===== src/sv/kth_pkg.sv =====
// Shared types, codes and constants for the k-th smallest element search block.
`timescale 1ns / 1ps
`default_nettype none
package kth_pkg;

	localparam int DEPTH_DEF = 256;
	localparam int VAL_W     = 32;
	localparam int RANK_W    = 10;
	localparam int OP_W      = 2;

	localparam logic signed [VAL_W-1:0] INT_MIN = {1'b1, {(VAL_W-1){1'b0}}};
	localparam logic signed [VAL_W-1:0] INT_MAX = {1'b0, {(VAL_W-1){1'b1}}};

	typedef enum logic [OP_W-1:0] {
		OP_APPEND_A = 2'd0,
		OP_APPEND_B = 2'd1,
		OP_QUERY    = 2'd2,
		OP_CLEAR    = 2'd3
	} kth_op_t;

	typedef enum logic {
		ST_FOUND = 1'b0,
		ST_RANGE = 1'b1
	} kth_status_t;

	typedef enum logic [2:0] {
		S_IDLE,
		S_ITER,
		S_RDL,
		S_RDR,
		S_DONE
	} kth_state_t;

	typedef struct packed {
		kth_status_t             status;
		logic signed [VAL_W-1:0] element;
	} kth_result_t;

	typedef struct packed {
		logic        idle;
		logic        done;
		kth_result_t result;
	} kth_search_stat_t;

endpackage
`default_nettype wire


===== src/sv/kth_search.sv =====
// Binary search over the cut point of the shorter array, two reads per memory per step.
`timescale 1ns / 1ps
`default_nettype none
module kth_search #(
	parameter int DEPTH = kth_pkg::DEPTH_DEF,
	parameter int AW    = (DEPTH > 1) ? $clog2(DEPTH) : 1,
	parameter int CW    = $clog2(DEPTH + 1)
) (
	input  wire logic                             clk,
	input  wire logic                             arst_n,
	input  wire logic                             start,
	input  wire logic [kth_pkg::RANK_W-1:0]       rank,
	input  wire logic [CW-1:0]                    first_count,
	input  wire logic [CW-1:0]                    second_count,
	input  wire logic                             out_free,
	output logic [AW-1:0]                         addr_a,
	output logic [AW-1:0]                         addr_b,
	input  wire logic signed [kth_pkg::VAL_W-1:0]  rd_a,
	input  wire logic signed [kth_pkg::VAL_W-1:0]  rd_b,
	output kth_pkg::kth_search_stat_t             stat
);
	import kth_pkg::*;

	localparam int SW = (((CW + 1) > RANK_W) ? (CW + 1) : RANK_W) + 1;

	kth_state_t state_q, state_d;

	logic                    sw_q;
	logic signed [SW-1:0]    k_q, ns_q, nl_q, low_q, high_q, c1_q, c2_q;
	logic signed [VAL_W-1:0] l1_q, l2_q;
	kth_result_t             res_q;

	logic signed [SW-1:0] k_in, m_in, n_in, sum_in, ns_in, nl_in, lo_in, hi_in;
	logic signed [SW-1:0] mid_c1, mid_c2, sa_pre, la_pre;
	logic                 bad_in, swap_in, bounds_ok, part_ok, go_left;
	logic signed [VAL_W-1:0] s_rd, l_rd, r1, r2;
	logic [AW-1:0]        s_addr, l_addr;

	assign k_in    = $signed({{(SW-RANK_W){1'b0}}, rank});
	assign m_in    = $signed({{(SW-CW){1'b0}}, first_count});
	assign n_in    = $signed({{(SW-CW){1'b0}}, second_count});
	assign sum_in  = m_in + n_in;
	assign bad_in  = (k_in == '0) || (k_in > sum_in);
	assign swap_in = m_in > n_in;
	assign ns_in   = swap_in ? n_in : m_in;
	assign nl_in   = swap_in ? m_in : n_in;
	assign lo_in   = (k_in > nl_in) ? (k_in - nl_in) : '0;
	assign hi_in   = (k_in < ns_in) ? k_in : ns_in;

	assign bounds_ok = low_q <= high_q;
	assign mid_c1    = low_q + ((high_q - low_q) >>> 1);
	assign mid_c2    = k_q - mid_c1;

	assign s_rd    = sw_q ? rd_b : rd_a;
	assign l_rd    = sw_q ? rd_a : rd_b;
	assign r1      = (c1_q == ns_q) ? INT_MAX : s_rd;
	assign r2      = (c2_q == nl_q) ? INT_MAX : l_rd;
	assign part_ok = (l1_q <= r2) && (l2_q <= r1);
	assign go_left = l1_q > r2;

	always_comb begin
		state_d = state_q;
		unique case (state_q)
			S_IDLE: begin
				if (start) state_d = bad_in ? S_DONE : S_ITER;
			end
			S_ITER: state_d = bounds_ok ? S_RDL : S_DONE;
			S_RDL:  state_d = S_RDR;
			S_RDR:  state_d = part_ok ? S_DONE : S_ITER;
			S_DONE: begin
				if (out_free) state_d = S_IDLE;
			end
			default: state_d = S_IDLE;
		endcase
	end

	always_comb begin
		sa_pre      = c1_q;
		la_pre      = c2_q;
		stat.idle   = 1'b0;
		stat.done   = 1'b0;
		stat.result = res_q;
		unique case (state_q)
			S_IDLE: stat.idle = 1'b1;
			S_ITER: begin
				sa_pre = mid_c1 - 1'b1;
				la_pre = mid_c2 - 1'b1;
			end
			S_DONE: stat.done = out_free;
			default: ;
		endcase
		s_addr = sa_pre[AW-1:0];
		l_addr = la_pre[AW-1:0];
		addr_a = sw_q ? l_addr : s_addr;
		addr_b = sw_q ? s_addr : l_addr;
	end

	always_ff @(posedge clk or negedge arst_n) begin
		if (!arst_n) begin
			state_q <= S_IDLE;
			low_q   <= '0;
			high_q  <= '0;
			sw_q    <= 1'b0;
		end else begin
			state_q <= state_d;
			if (state_q == S_IDLE && start) begin
				low_q  <= lo_in;
				high_q <= hi_in;
				sw_q   <= swap_in;
			end else if (state_q == S_RDR && !part_ok) begin
				if (go_left) high_q <= c1_q - 1'b1;
				else         low_q  <= c1_q + 1'b1;
			end
		end
	end

	always_ff @(posedge clk) begin
		unique case (state_q)
			S_IDLE: begin
				k_q   <= k_in;
				ns_q  <= ns_in;
				nl_q  <= nl_in;
				res_q <= '{status: ST_RANGE, element: '0};
			end
			S_ITER: begin
				c1_q <= mid_c1;
				c2_q <= mid_c2;
			end
			S_RDL: begin
				l1_q <= (c1_q == '0) ? INT_MIN : s_rd;
				l2_q <= (c2_q == '0) ? INT_MIN : l_rd;
			end
			S_RDR: begin
				if (part_ok) res_q <= '{status: ST_FOUND, element: (l1_q > l2_q) ? l1_q : l2_q};
			end
			default: ;
		endcase
	end
endmodule
`default_nettype wire


===== config.mk =====
export PLATFORM = sky130hd
export DESIGN_NAME = kth_search
export DESIGN_NICKNAME = d
export VERILOG_FILES = /design/src/sv/kth_pkg.sv /design/src/sv/kth_search.sv
export SDC_FILE = /design/constraint.sdc
export NUM_CORES = 1
export LEC_CHECK = 0
export ABC_CLOCK_PERIOD_IN_PS = 9500
export BUFFER_PORTS_ARGS = -buffer_cell sky130_fd_sc_hd__buf_4
export CAP_MARGIN = 20
export CORE_UTILIZATION = 40
export DETAILED_ROUTE_END_ITERATION = 8
export PLACE_DENSITY_LB_ADDON = 0.15
export SETUP_SLACK_MARGIN = 0.1
export SLEW_MARGIN = 0
export SYNTH_ARGS = -nofsm -noshare
export SYNTH_HDL_FRONTEND = slang
export SYNTH_SLANG_ARGS = --single-unit

===== constraint.sdc =====
create_clock -name clk -period 9.5 [get_ports clk]
set_clock_uncertainty 0.05 [all_clocks]
set_input_delay 0.95 -clock clk [delete_from_list [all_inputs] [get_ports clk]]
set_output_delay 0.95 -clock clk [all_outputs]
set_load 0.03 [all_outputs]

==> metrics.md <==
| Metric | Value |
|---|---|
| Outcome | `complete, no violations` |
| Core ar. | `34900 um2` |
| Initial Util | `41.1%` |
| Hold WS | `0.376 ns` |
| Initial antenna violation count | `1` |
| Synthesized area per cell | `9.59 um2` |
| Number of global-route vias before repair | `11.5k` |
| Clk buf depth | `2` |
| Post-DRT Antenna Nets | `0` |
| Seq/Total Area, Yosys | `35.3%` |
| Sink Count | `173` |
| Buf/Inv on CP | `4` |
| Yosys warning total | `0` |
| CTS H-tree lvls | `4` |
| WL/cell | `20.1 um` |
| Reg clk slew, reported paths | `0.08 ns` |
| WS Path Type | `reg2out` |
| Clock Latency Late Sink | `0.45 ns` |
| Final Hold Viols | `0` |
| Post-route DRC | `0` |
| CP top delay family | `compound AO/OA/AOI/OAI gates` |
| Worst Setup SP | `low_q[1]` |
| Max transition margin | `28.5%` |
| Die ar. | `36600 um2` |
| Synth Flop Type | `edfxtp_1` |
| Critical-path top delay cell | `mux4_2` |
| Diodes inserted | `0` |
| Final setup fails | `0` |
| Slew Viols, Final | `0` |
| GPL Wtd Cong | `0.922` |
| Final nets | `1887` |
| Largest net degree at the start of global routing | `65` |
| TritonCTS clock tree | `yes` |
| Crit path cell chain | `inv_1 -> ha_1 -> nor2b_1 -> o21ai_0 -> a21boi_0 -> o21ai_0 -> nor2b_1 -> xnor2_1 -> ha_1 -> o21a_1 -> o31a_1 -> a21oi_1 -> inv_1 -> ha_1 -> inv_1 -> nor3_1 -> a31oi_1 -> o2111ai_1 -> xor2_2 -> nand3_1 -> xnor2_1 -> mux4_2 -> buf_4` |
| Root buffer cell | `clkbuf_16` |
| Ys async rst share | `15.0%` |
| DRT Pass-1 Iters | `5` |
| CP max stage delay | `0.54 ns` |
| GR Util All Layers | `23.2%` |
| Post-Layout Cell Count | `2078` |
| Post-Syn Instances | `1494` |
| Final setup margin | `2.94 ns` |
| Final Cycle Share | `69.0%` |
| Crit Reg-Reg Startpoint | `sw_q` |
| Number of gates resized after cts | `0` |
| Share of layout cells above drive strength 1 | `16.0%` |
| Req. time, crit path | `8.50 ns` |
| Quantity of I/O buffers inserted on ports | `146` |
| TNS Setup | `0 ns` |
| HPWL after detailed placement | `31.6 mm` |
| Total Wirelength | `41.8 mm` |
| Area growth, synth to finish | `15.3%` |
| Vias | `11.7k` |
| I/O pins | `147` |
| Hold Crit Class | `in2async` |
| Syn_nets | `1771` |
| RSZ-0062 raised after global routing | `false` |
| Peak Freq | `0.152 GHz` |
| CTS Buf Count | `17` |
| FILL cells | `3349` |
| First-pass GRT wire length | `64.2 mm` |
| Die height | `191 um` |
| Placed cells | `2045` |
| Cts hold-fix bufs | `0` |
| EDFF count, synth | `147` |
| GR Overflow Total | `0` |
| Number of setup buffers added after CTS | `0` |
| Drt via density | `5.61` |
| Synthesized area | `14300 um2` |
| Worst setup SP type | `register` |
| Die W | `191 um` |
| Tmin final | `6.56 ns` |
| Nature of the critical path endpoint | `primary output` |
| DP Worst Slack | `3.43 ns` |
| Worst EP arrival | `5.56 ns` |
| Synth unique cells | `88` |
| Max Cap Viol | `0` |
| Worst-Margin Slew | `1.07 ns` |
| Core Rows | `68` |
| FF+latch count, synth | `173` |
| Worst-path maximum fanout | `6` |
| Starting DRC count in detailed routing | `686` |
flip-flops by register name, summed over array words and instances, names as in the netlist:
signal / count
c1_q: 11
c2_q: 11
high_q: 11
k_q: 10
l1_q: 32
l2_q: 32
low_q: 11
nl_q: 9
ns_q: 9
stat: 33
state_q: 3
sw_q: 1
cells by family after synthesis:
| family | Yosys count | share of synthesized area (%) |
|---|---|---|
| compound gates | 325 | 14.4 |
| fa+ha+maj | 181 | 16.1 |
| xor+xnor | 76 | 4.70 |
| buf+inv | 183 | 4.99 |
| mux | 108 | 8.31 |
| simple gates | 448 | 16.2 |
| flops | 173 | 35.3 |
per-layer routing:
layer  GRT usage (%)  vias up  share of wire [%]
li1                -     5672                  -
met1            29.0     5645                 43
met2            40.7      275                 50
met3            3.23       62                4.2
met4            8.00        2                2.7
met5               0        -              0.031
worst register-to-register path: stages, from the launching register on:
cell,delay (ns)
dfrtp_4,0.78
buf_4,0.73
mux2i_1,0.21
nor2b_1,0.18
ha_1,0.32
nand4_1,0.14
nor4_1,0.73
nor2_1,0.08
a31oi_1,0.21
mux2i_1,0.37
nor2_1,0.14
or3_1,0.41
nand2b_2,0.68
cells in the final DEF (no fill, tap or decap), types with 56 or more instances in the layout:
cell type  netlist  final
edfxtp_1       147    147
nor2b_1         75     75
inv_1          117    117
a21oi_1        116    115
nand2_1         56     56
buf_4            1    160
ha_1           176    176
o21ai_0         72     72
nor2_1         129    128
mux2i_1         83     83
final timing paths:
kind                                  end  slack (ns)  depth (start not counted)
worst max-delay path            addr_a[7]        2.94                         23
worst min-delay path            high_q[9]        0.38                          1
worst max register to register   stat[24]        4.07                         12
worst min register to register  high_q[1]        0.51                          1
max in group asynchronous            sw_q        8.70                          1
min in group clk                high_q[1]        0.51                          1
synth_stat cells (12+ instances only):
master / number / area share [%]
clkbuf_1: 53 / 1.4
nand2_1: 56 / 1.5
nand3_1: 53 / 1.9
nand2b_1: 12 / 0.52
nor2_1: 129 / 3.4
dfrtp_1: 26 / 4.5
xnor2_1: 42 / 2.6
a21o_1: 27 / 1.4
inv_1: 117 / 3.1
ha_1: 176 / 15
nand4_1: 31 / 1.4
a21oi_1: 116 / 4.1
xor2_1: 33 / 2.0
edfxtp_1: 147 / 31
nor4_1: 18 / 0.79
o21ai_0: 72 / 2.5
nor2b_1: 75 / 3.3
nor3_1: 22 / 0.77
mux2_2: 12 / 0.94
mux2i_1: 83 / 5.8
metrics by stage:
stage / area [um2] / util (%)
6_report: 16500 / 47.4
5_1_grt: 16500 / 47.4
4_1_cts: 16500 / 47.3
3_5_place_dp: 15900 / 45.5
3_3_place_gp: 15900 / 45.5
2_1_floorplan: 14300 / -
layout make-up:
type	instances	area [um2]	area share [%]
Inverter	119	447	2.70
Clock buffer	20	457	2.76
Timing Repair Buffer	161	1230	7.43
Tap cell	455	569	3.44
Sequential cell	173	5070	30.7
Multi-Input combinational cell	1138	8600	52.0
Clock inverter	12	161	0.977
Power is left out: the tool's default activity adds up to more than one toggle a clock period on the data nets, which glitch-free logic cannot reach.
